--- src/rtl/core/abd_pkg.sv ---
package abd_pkg;

	localparam int unsigned TIME_W = 48;
	localparam int unsigned DUR_W  = 32;
	localparam int unsigned GROW_W = 8;
	localparam int unsigned CMD_W  = 2;
	localparam int unsigned IDX_W  = 3;
	localparam int unsigned CNT_W  = $clog2(TIME_W + 1);

	localparam logic [CMD_W-1:0] CMD_QUERY    = 2'd0;
	localparam logic [CMD_W-1:0] CMD_FEEDBACK = 2'd1;
	localparam logic [CMD_W-1:0] CMD_RESET    = 2'd2;

	localparam logic [IDX_W-1:0] REG_MIN_DURATION = 3'd0;
	localparam logic [IDX_W-1:0] REG_MAX_DURATION = 3'd1;
	localparam logic [IDX_W-1:0] REG_DECAY_AMOUNT = 3'd2;
	localparam logic [IDX_W-1:0] REG_DECAY_STEP   = 3'd3;
	localparam logic [IDX_W-1:0] REG_GROW_FACTOR  = 3'd4;

	localparam logic [DUR_W-1:0]  MIN_DURATION_RST = 32'd1000;
	localparam logic [DUR_W-1:0]  MAX_DURATION_RST = 32'd3600000;
	localparam logic [DUR_W-1:0]  DECAY_AMOUNT_RST = 32'd1000;
	localparam logic [DUR_W-1:0]  DECAY_STEP_RST   = 32'd60000;
	localparam logic [GROW_W-1:0] GROW_FACTOR_RST  = 8'd2;

	// Start request for the serial multiplier: how many multiplier bits to consume.
	typedef struct packed {
		logic             start;
		logic [CNT_W-1:0] len;
	} mul_cmd_t;

	typedef enum logic [3:0] {
		ST_IDLE,
		ST_ELAPSE,
		ST_HOLD,
		ST_DIV,
		ST_MUL,
		ST_DECAY,
		ST_APPLY,
		ST_GROW,
		ST_DONE
	} state_t;

endpackage

--- src/rtl/core/abd_div.sv ---
module abd_div (
	input  logic                       clk,
	input  logic                       arst_n,
	input  logic                       start,
	input  logic [abd_pkg::TIME_W-1:0] dividend,
	input  logic [abd_pkg::DUR_W-1:0]  divisor,
	output logic [abd_pkg::TIME_W-1:0] quotient,
	output logic                       done
);
	import abd_pkg::*;

	logic [TIME_W-1:0] quo_q;
	logic [DUR_W-1:0]  rem_q;
	logic [DUR_W-1:0]  dsr_q;
	logic [CNT_W-1:0]  cnt_q;
	logic              busy_q;
	logic              done_q;
	logic [DUR_W+1:0]  trial;

	// Restoring division, one quotient bit per cycle; the quotient shifts in
	// behind the dividend bits as they are consumed.
	assign trial = {1'b0, rem_q, quo_q[TIME_W-1]} - {2'b00, dsr_q};

	always_ff @(posedge clk or negedge arst_n) begin
		if (!arst_n) begin
			busy_q <= 1'b0;
			done_q <= 1'b0;
			cnt_q  <= '0;
		end else begin
			done_q <= 1'b0;
			if (start) begin
				busy_q <= 1'b1;
				cnt_q  <= CNT_W'(TIME_W);
			end else if (busy_q) begin
				cnt_q <= cnt_q - 1'b1;
				if (cnt_q == CNT_W'(1)) begin
					busy_q <= 1'b0;
					done_q <= 1'b1;
				end
			end
		end
	end

	always_ff @(posedge clk) begin
		if (start) begin
			quo_q <= dividend;
			rem_q <= '0;
			dsr_q <= divisor;
		end else if (busy_q) begin
			quo_q <= {quo_q[TIME_W-2:0], ~trial[DUR_W+1]};
			if (!trial[DUR_W+1]) begin
				rem_q <= trial[DUR_W-1:0];
			end else begin
				rem_q <= {rem_q[DUR_W-2:0], quo_q[TIME_W-1]};
			end
		end
	end

	assign quotient = quo_q;
	assign done     = done_q;

endmodule

--- src/rtl/core/abd_mul.sv ---
module abd_mul (
	input  logic                       clk,
	input  logic                       arst_n,
	input  abd_pkg::mul_cmd_t          cmd,
	input  logic [abd_pkg::DUR_W-1:0]  mcand,
	input  logic [abd_pkg::TIME_W-1:0] mplr,
	output logic [abd_pkg::DUR_W-1:0]  product,
	output logic                       ovf,
	output logic                       done
);
	import abd_pkg::*;

	logic [DUR_W-1:0]  acc_q;
	logic              ovf_q;
	logic [DUR_W-1:0]  mcand_q;
	logic [TIME_W-1:0] mplr_q;
	logic [CNT_W-1:0]  cnt_q;
	logic              busy_q;
	logic              done_q;
	logic [DUR_W+1:0]  sum;

	// Shift-add from the multiplier's top bit down. Once the partial product
	// leaves 32 bits it can only grow, so a sticky flag replaces the upper bits.
	assign sum = {1'b0, acc_q, 1'b0} + {2'b00, (mplr_q[TIME_W-1] ? mcand_q : '0)};

	always_ff @(posedge clk or negedge arst_n) begin
		if (!arst_n) begin
			busy_q <= 1'b0;
			done_q <= 1'b0;
			cnt_q  <= '0;
		end else begin
			done_q <= 1'b0;
			if (cmd.start) begin
				busy_q <= 1'b1;
				cnt_q  <= cmd.len;
			end else if (busy_q) begin
				cnt_q <= cnt_q - 1'b1;
				if (cnt_q == CNT_W'(1)) begin
					busy_q <= 1'b0;
					done_q <= 1'b1;
				end
			end
		end
	end

	always_ff @(posedge clk) begin
		if (cmd.start) begin
			acc_q   <= '0;
			ovf_q   <= 1'b0;
			mcand_q <= mcand;
			mplr_q  <= mplr;
		end else if (busy_q) begin
			acc_q  <= sum[DUR_W-1:0];
			ovf_q  <= ovf_q | (sum[DUR_W+1:DUR_W] != 2'b00);
			mplr_q <= {mplr_q[TIME_W-2:0], 1'b0};
		end
	end

	assign product = acc_q;
	assign ovf     = ovf_q;
	assign done    = done_q;

endmodule

--- src/rtl/core/adaptive_backoff_duration.sv ---
// Channel  Direction  Handshake            Payload
// in       inbound    in_valid / in_stall  cmd, now_ms, hold_ms
// out      outbound   out_valid / out_stall effective_ms, at_minimum
// cfg      inbound    cfg_we               cfg_index, cfg_data
//
// One item at a time. A query that falls within the hold skips the divider and the
// decay multiply; one past the hold runs the 48-bit serial divider and the 48-bit
// serial multiplier that scales the step count. Feedback adds the 8-bit growth
// multiply on the same multiplier.
// Reset restores the register defaults and clears the stored duration, stamp and hold.
// A result waits in the output register under out_stall while the next item is taken.
module adaptive_backoff_duration (
	input  logic                       clk,
	input  logic                       arst_n,
	input  logic                       in_valid,
	output logic                       in_stall,
	input  logic [abd_pkg::CMD_W-1:0]  cmd,
	input  logic [abd_pkg::TIME_W-1:0] now_ms,
	input  logic [abd_pkg::DUR_W-1:0]  hold_ms,
	output logic                       out_valid,
	input  logic                       out_stall,
	output logic [abd_pkg::DUR_W-1:0]  effective_ms,
	output logic                       at_minimum,
	input  logic                       cfg_we,
	input  logic [abd_pkg::IDX_W-1:0]  cfg_index,
	input  logic [abd_pkg::DUR_W-1:0]  cfg_data
);
	import abd_pkg::*;

	state_t state_q, state_d;

	logic [DUR_W-1:0]  min_q, max_q, amount_q, step_q;
	logic [GROW_W-1:0] grow_q;

	logic [DUR_W-1:0]  stored_q;
	logic [TIME_W-1:0] stamp_q;
	logic [DUR_W-1:0]  hold_len_q;

	logic [CMD_W-1:0]  cmd_q;
	logic [TIME_W-1:0] now_q;
	logic [DUR_W-1:0]  hold_q;
	logic [TIME_W-1:0] elapsed_q;
	logic              before_q;
	logic [DUR_W-1:0]  eff_q;

	logic              out_valid_q;
	logic [DUR_W-1:0]  out_eff_q;
	logic              out_min_q;

	logic              accept;
	logic              out_free;
	logic [TIME_W:0]   elapsed_full;
	logic [TIME_W:0]   over_full;
	logic              in_hold;
	logic [DUR_W:0]    decay_diff;
	logic [DUR_W-1:0]  decay_eff;
	logic [DUR_W-1:0]  reset_cap;
	logic [DUR_W-1:0]  reset_val;
	logic [DUR_W-1:0]  grow_val;

	logic              div_start;
	logic [DUR_W-1:0]  divisor;
	logic [TIME_W-1:0] quotient;
	logic              div_done;

	mul_cmd_t          mul_cmd;
	logic [DUR_W-1:0]  mul_mcand;
	logic [TIME_W-1:0] mul_mplr;
	logic [DUR_W-1:0]  product;
	logic              mul_ovf;
	logic              mul_done;

	assign accept   = in_valid && !in_stall;
	assign out_free = !out_valid_q || !out_stall;

	// Elapsed time; the borrow marks a time earlier than the stamp.
	assign elapsed_full = {1'b0, now_q} - {1'b0, stamp_q};
	// The borrow here means the time is still within the hold.
	assign over_full = {1'b0, elapsed_q} - {{(TIME_W-DUR_W+1){1'b0}}, hold_len_q};
	assign in_hold   = before_q || over_full[TIME_W] || (over_full[TIME_W-1:0] == '0);

	// A borrow or overflow means the total decay exceeds the stored value.
	assign decay_diff = {1'b0, stored_q} - {1'b0, product};
	assign decay_eff  = (mul_ovf || decay_diff[DUR_W] || (decay_diff[DUR_W-1:0] < min_q))
		? min_q : decay_diff[DUR_W-1:0];

	assign reset_cap = (hold_q > max_q) ? max_q : hold_q;
	assign reset_val = (reset_cap < min_q) ? min_q : reset_cap;
	assign grow_val  = (mul_ovf || (product > max_q)) ? max_q : product;

	assign divisor = (step_q == '0) ? DUR_W'(1) : step_q;

	abd_div u_div (
		.clk      (clk),
		.arst_n   (arst_n),
		.start    (div_start),
		.dividend (over_full[TIME_W-1:0]),
		.divisor  (divisor),
		.quotient (quotient),
		.done     (div_done)
	);

	abd_mul u_mul (
		.clk     (clk),
		.arst_n  (arst_n),
		.cmd     (mul_cmd),
		.mcand   (mul_mcand),
		.mplr    (mul_mplr),
		.product (product),
		.ovf     (mul_ovf),
		.done    (mul_done)
	);

	always_ff @(posedge clk or negedge arst_n) begin
		if (!arst_n) begin
			state_q <= ST_IDLE;
		end else begin
			state_q <= state_d;
		end
	end

	always_comb begin
		state_d     = state_q;
		in_stall    = 1'b1;
		div_start   = 1'b0;
		mul_cmd     = '0;
		mul_mcand   = amount_q;
		mul_mplr    = quotient;
		unique case (state_q)
			ST_IDLE: begin
				in_stall = 1'b0;
				if (in_valid) begin
					state_d = ST_ELAPSE;
				end
			end
			ST_ELAPSE: begin
				state_d = ST_HOLD;
			end
			ST_HOLD: begin
				if (in_hold) begin
					state_d = ST_APPLY;
				end else begin
					div_start = 1'b1;
					state_d   = ST_DIV;
				end
			end
			ST_DIV: begin
				if (div_done) begin
					mul_cmd.start = 1'b1;
					mul_cmd.len   = CNT_W'(TIME_W);
					state_d       = ST_MUL;
				end
			end
			ST_MUL: begin
				if (mul_done) begin
					state_d = ST_DECAY;
				end
			end
			ST_DECAY: begin
				state_d = ST_APPLY;
			end
			ST_APPLY: begin
				priority if (cmd_q == CMD_FEEDBACK) begin
					mul_cmd.start = 1'b1;
					mul_cmd.len   = CNT_W'(GROW_W);
					mul_mcand     = eff_q;
					mul_mplr      = {grow_q, {(TIME_W-GROW_W){1'b0}}};
					state_d       = ST_GROW;
				end else begin
					state_d = ST_DONE;
				end
			end
			ST_GROW: begin
				if (mul_done) begin
					state_d = ST_DONE;
				end
			end
			ST_DONE: begin
				if (out_free) begin
					state_d = ST_IDLE;
				end
			end
			default: begin
				state_d = ST_IDLE;
			end
		endcase
	end

	// Configuration registers and the duration state.
	always_ff @(posedge clk or negedge arst_n) begin
		if (!arst_n) begin
			min_q      <= MIN_DURATION_RST;
			max_q      <= MAX_DURATION_RST;
			amount_q   <= DECAY_AMOUNT_RST;
			step_q     <= DECAY_STEP_RST;
			grow_q     <= GROW_FACTOR_RST;
			stored_q   <= '0;
			stamp_q    <= '0;
			hold_len_q <= '0;
		end else begin
			if (cfg_we) begin
				unique case (cfg_index)
					REG_MIN_DURATION: min_q    <= cfg_data;
					REG_MAX_DURATION: max_q    <= cfg_data;
					REG_DECAY_AMOUNT: amount_q <= cfg_data;
					REG_DECAY_STEP:   step_q   <= cfg_data;
					REG_GROW_FACTOR:  grow_q   <= cfg_data[GROW_W-1:0];
					default: ;
				endcase
			end
			if (state_q == ST_APPLY && cmd_q == CMD_RESET) begin
				stored_q   <= reset_val;
				hold_len_q <= '0;
				stamp_q    <= now_q;
			end else if (state_q == ST_GROW && mul_done) begin
				stored_q   <= grow_val;
				hold_len_q <= hold_q;
				stamp_q    <= now_q;
			end
		end
	end

	// Item registers.
	always_ff @(posedge clk) begin
		if (accept) begin
			cmd_q  <= cmd;
			now_q  <= now_ms;
			hold_q <= hold_ms;
		end
		if (state_q == ST_ELAPSE) begin
			elapsed_q <= elapsed_full[TIME_W-1:0];
			before_q  <= elapsed_full[TIME_W];
		end
		if (state_q == ST_HOLD && in_hold) begin
			eff_q <= stored_q;
		end
		if (state_q == ST_DECAY) begin
			eff_q <= decay_eff;
		end
		if (state_q == ST_DONE && out_free) begin
			out_eff_q <= eff_q;
			out_min_q <= (eff_q == min_q);
		end
	end

	always_ff @(posedge clk or negedge arst_n) begin
		if (!arst_n) begin
			out_valid_q <= 1'b0;
		end else if (state_q == ST_DONE && out_free) begin
			out_valid_q <= 1'b1;
		end else if (!out_stall) begin
			out_valid_q <= 1'b0;
		end
	end

	assign out_valid    = out_valid_q;
	assign effective_ms = out_eff_q;
	assign at_minimum   = out_min_q;

endmodule
--- config.mk ---
export PLATFORM = sky130hd
export DESIGN_NAME = adaptive_backoff_duration
export DESIGN_NICKNAME = d
export VERILOG_FILES = /design/src/rtl/core/abd_pkg.sv /design/src/rtl/core/abd_div.sv /design/src/rtl/core/abd_mul.sv /design/src/rtl/core/adaptive_backoff_duration.sv
export SDC_FILE = /design/constraint.sdc
export NUM_CORES = 2
export LEC_CHECK = 0
export BUFFER_PORTS_ARGS = -buffer_cell sky130_fd_sc_hd__clkbuf_2
export CAP_MARGIN = 20
export CORE_MARGIN = 2
export CORE_UTILIZATION = 63
export DETAILED_ROUTE_END_ITERATION = 10
export GPL_ROUTABILITY_DRIVEN = 1
export PLACE_DENSITY = 0.84
export SLEW_MARGIN = 30
export SYNTH_ARGS = -nofsm -noshare
export SYNTH_HDL_FRONTEND = slang
export SYNTH_SLANG_ARGS = --single-unit
--- constraint.sdc ---
create_clock -name clk -period 8.56 [get_ports clk]
set_clock_uncertainty 0.1 [all_clocks]
set_input_delay 0.428 -clock clk [delete_from_list [all_inputs] [get_ports clk]]
set_output_delay 0.428 -clock clk [all_outputs]
set_load 0.05 [all_outputs]
==> results.py <==
metrics = {
    "place": {
        "dp_hpwl_um": 87400,
        "globalplace.congestion": 1.01,
        "dpl-instance-area_sq_um": 42200,
        "post-place-ws_ns": 1.84,
        "dpl.cell_count": 5088,
        "portBuffers": 156,
    },
    "route": {
        "vias_per_cell": 6.41,
        "dr.first_iter.drc_count": 4572,
        "vias": 34100,
        "detail-route-antenna-nets": 0,
        "routed_wl_um": 123000,
        "avgRoutedWirePerCell_um": 23.1,
        "route.detailed.drc": 0,
        "firstDrtPassIters": 8,
    },
    "die": {
        "dieArea_sq_um": 66700,
        "chipHeight_um": 258,
        "io_pins": 157,
        "die_w_um": 258,
        "fp-row-count": 93,
        "initial_utilization": 0.634,
        "core_sq_um": 64200,
    },
    "finish": {
        "fill_cells": 4605,
        "final_cell_mix": "615 x nand2_1, 356 x edfxtp_1, 305 x ha_1",
        "stdcell_count": 5316,
        "multi_input_area_sq_um": 20300,
        "fin_nets": 4824,
        "syn_to_final_growth_pct": 12.2,
        "regArea_sq_um": 18800,
        "mostFrequentLayoutCell": "nand2_1",
        "fin_util": 0.712,
        "final_area_sq_um": 45700,
        "drive_gt1_frac": 0.117,
    },
    "yosys": {
        "ys_types": 91,
        "synth_top_area_frac": 0.262,
        "ys_ff_latch": 690,
        "syn_inst": 4245,
        "synth-main-ff-cell": "edfxtp_1",
        "ys_seq_area_frac": 0.461,
        "syn_area_sq_um": 40700,
        "synth_area_leaders": "edfxtp_1 26%, dfrtp_1 15%, ha_1 9.4%",
        "synth_edf_count": 356,
        "synth-compound-area-share": 0.154,
        "yosys.area_share.simple": 0.157,
        "synth_top_family_by_area": "simple AND/OR/NAND/NOR gates",
        "synth_xor_area_frac": 0.0436,
        "yosys.area.top_type": "edfxtp_1",
        "ys_async_sr_fraction": 0.390,
        "avgSynthCellArea_sq_um": 9.60,
        "muxShareOfSynthArea": 0.0431,
        "yosys.area_share.adder": 0.0961,
        "synthesis.nets": 4677,
        "yosysWarningCount": 0,
    },
    "global_route": {
        "grt_pass1_vias": 32300,
        "grt_max_degree": 100,
        "grt_antenna_before_repair": 5,
        "met3_usage": 0.0926,
        "grtUsageMet1": 0.515,
        "overflow": 0,
        "top_usage_layer": "met2",
        "grt_pass1_wl_um": 188000,
        "grtUsageMet2": 0.544,
        "grt_usage": 0.364,
    },
    "setup_path": {
        "cp_max_fo": 22,
        "cpLargestDelayFamily": "simple AND/OR/NAND/NOR gates",
        "crit_buf_inv": 2,
        "cp.arrival_ns": 7.34,
        "worstPathRequired_ns": 8.97,
        "cp-start-kind": "flip-flop",
        "cp_common_cell": "a21o_1",
        "end_kind": "flip-flop",
        "max_stage_delay_ns": 0.69,
        "cp_cell_sequence": "inv_1 -> ha_1 -> nand4_1 -> nor4_1 -> o31ai_1 -> o2111ai_1 -> and2_1 -> nand2_1 -> nand2_1 -> ha_1 -> a21o_1 -> a21o_1 -> a21o_1 -> a21o_1 -> a21o_1 -> a21oi_1 -> nor2_1 -> or4_2 -> nor2_1 -> nand4_1 -> buf_4 -> o221ai_1 -> nor3_1",
        "crit_type": "reg2reg",
        "reg2reg_slack_ns": 1.63,
        "cp_slowest_cell": "and2_1",
    },
    "outcome": {
        "status": "finished clean",
    },
    "clock_network": {
        "clk_latency_ns": 0.65,
        "cts_tree": "built",
        "cts_sinks": 690,
        "htree_num_levels": 3,
        "post-cts-setup-buffer-count": 0,
        "clk_pin_slew_ns": 0.06,
        "ctsLongestPathBuffers": 3,
        "clockRootBuffer": "clkbuf_16",
        "cts-buffers-inserted": 75,
    },
    "timing": {
        "hold_violations": 0,
        "relSlewSlack": 0.264,
        "tightest_slew_ns": 1.10,
        "whs_ns": 0.0482,
        "worst_slack_ns": 1.63,
        "rsz0062_at_grt": "false",
        "finalCritPeriodShare": 0.810,
        "period_needed_ns": 6.93,
        "setup_viol": 0,
        "fmax_mhz": 144,
        "tns_ns": 0,
        "final_max_slew_viol_count": 0,
    },
    "power": {
        "p_leak_nw": 18.7,
        "power_density_nw_per_um2": 182,
        "ir_worst_vdd_v": 0.000179,
        "power.total_mw": 8.32,
    },
    "flow_run": {
        "cap_violations": 0,
    },
    "worst_hold_path": {
        "hold_class": "in2reg",
    },
}
sequential cells by signal (all words and copies together) (netlist names), 48 cells and up:
| name | flops |
|---|---|
| elapsed_q | 48 |
| now_q | 48 |
| stamp_q | 48 |
| u_div.quotient | 48 |
| u_mul.mplr_q | 48 |
routing by layer:
layer,wire length (um),part of all wire,up-vias
li1,-,-,15400
met1,49800,0.41,16400
met2,53300,0.43,1965
met3,15000,0.12,276
met4,4590,0.037,0
met5,0,0,-
worst reg2reg max path, delay by kind of cell, from the launching register on:
family / cells / cell delay [ns]
and+or+nand+nor: 10 / 3.34
buffers and inverters: 2 / 0.57
DFF: 1 / 0.38
AOI/OAI and AO/OA: 9 / 1.85
adders and majority gates: 2 / 0.57
cell type report:
| class | instances | share of cell area |
|---|---|---|
| Multi-Input combinational cell | 3085 | 0.444 |
| Sequential cell | 690 | 0.411 |
| Clock buffer | 96 | 0.0455 |
| Timing Repair Buffer | 277 | 0.0422 |
| Tap cell | 855 | 0.0234 |
| Inverter | 263 | 0.0217 |
| Clock inverter | 44 | 0.0125 |
| Antenna cell | 6 | 0.000329 |
power by group:
part           internal (mW)  switching (mW)
Clock                   2.05            1.44
Sequential              3.65           0.161
Combinational          0.394           0.626
synthesized netlist by cell type, drive strengths merged, types with 31 or more instances:
| library cell | count |
|---|---|
| edfxtp | 356 |
| a21oi | 280 |
| nand2 | 618 |
| o21a | 44 |
| inv | 262 |
| a31oi | 50 |
| o211ai | 38 |
| a21o | 100 |
| and2 | 43 |
| o21ai | 270 |
| dfstp | 31 |
| clkbuf | 176 |
| xnor2 | 116 |
| mux2 | 113 |
| nand3 | 125 |
| mux2i | 39 |
| dfxtp | 65 |
| nor4 | 45 |
| buf | 31 |
| dfrtp | 238 |
| nor3 | 101 |
| nand4 | 36 |
| nor2 | 280 |
| nor2b | 70 |
| xor2 | 87 |
| a211oi | 51 |
| ha | 305 |
timing repair:
| item | in CTS | in global routing |
|---|---|---|
| hold buffers | 82 | 0 |
| hold endpoints to repair | 157 | 0 |
| resized for setup | 0 | 0 |
path summary, 6_finish.rpt:
path                                        startpoint                       endpoint  depth (start not counted)
max in group asynchronous                       arst_n         u_div.busy_q$_DFF_PN0_                          3
worst max-delay path             max_q[30]$_DFFE_PN0P_       stored_q[31]$_DFFE_PN0P_                         23
worst min-delay path                         out_stall          out_valid$_DFFE_PN0P_                          3
worst max register to register   max_q[30]$_DFFE_PN0P_       stored_q[31]$_DFFE_PN0P_                         23
min in group asynchronous                       arst_n          min_q[12]$_DFFE_PN0P_                          2
worst min register to register  step_q[10]$_DFFE_PN0P_  u_div.dsr_q[10]$_SDFFCE_PN0N_                          0
logic make-up (layout without fill, tap and decap cells):
family	after synthesis	count (layout)
simple gates	1415	1415
xor+xnor	203	203
mux	152	152
fa+ha+maj	310	310
buf+inv	470	680
compound gates	1005	1005
flops	690	690
other cells	0	6
Power figures use the tool's default switching activity.
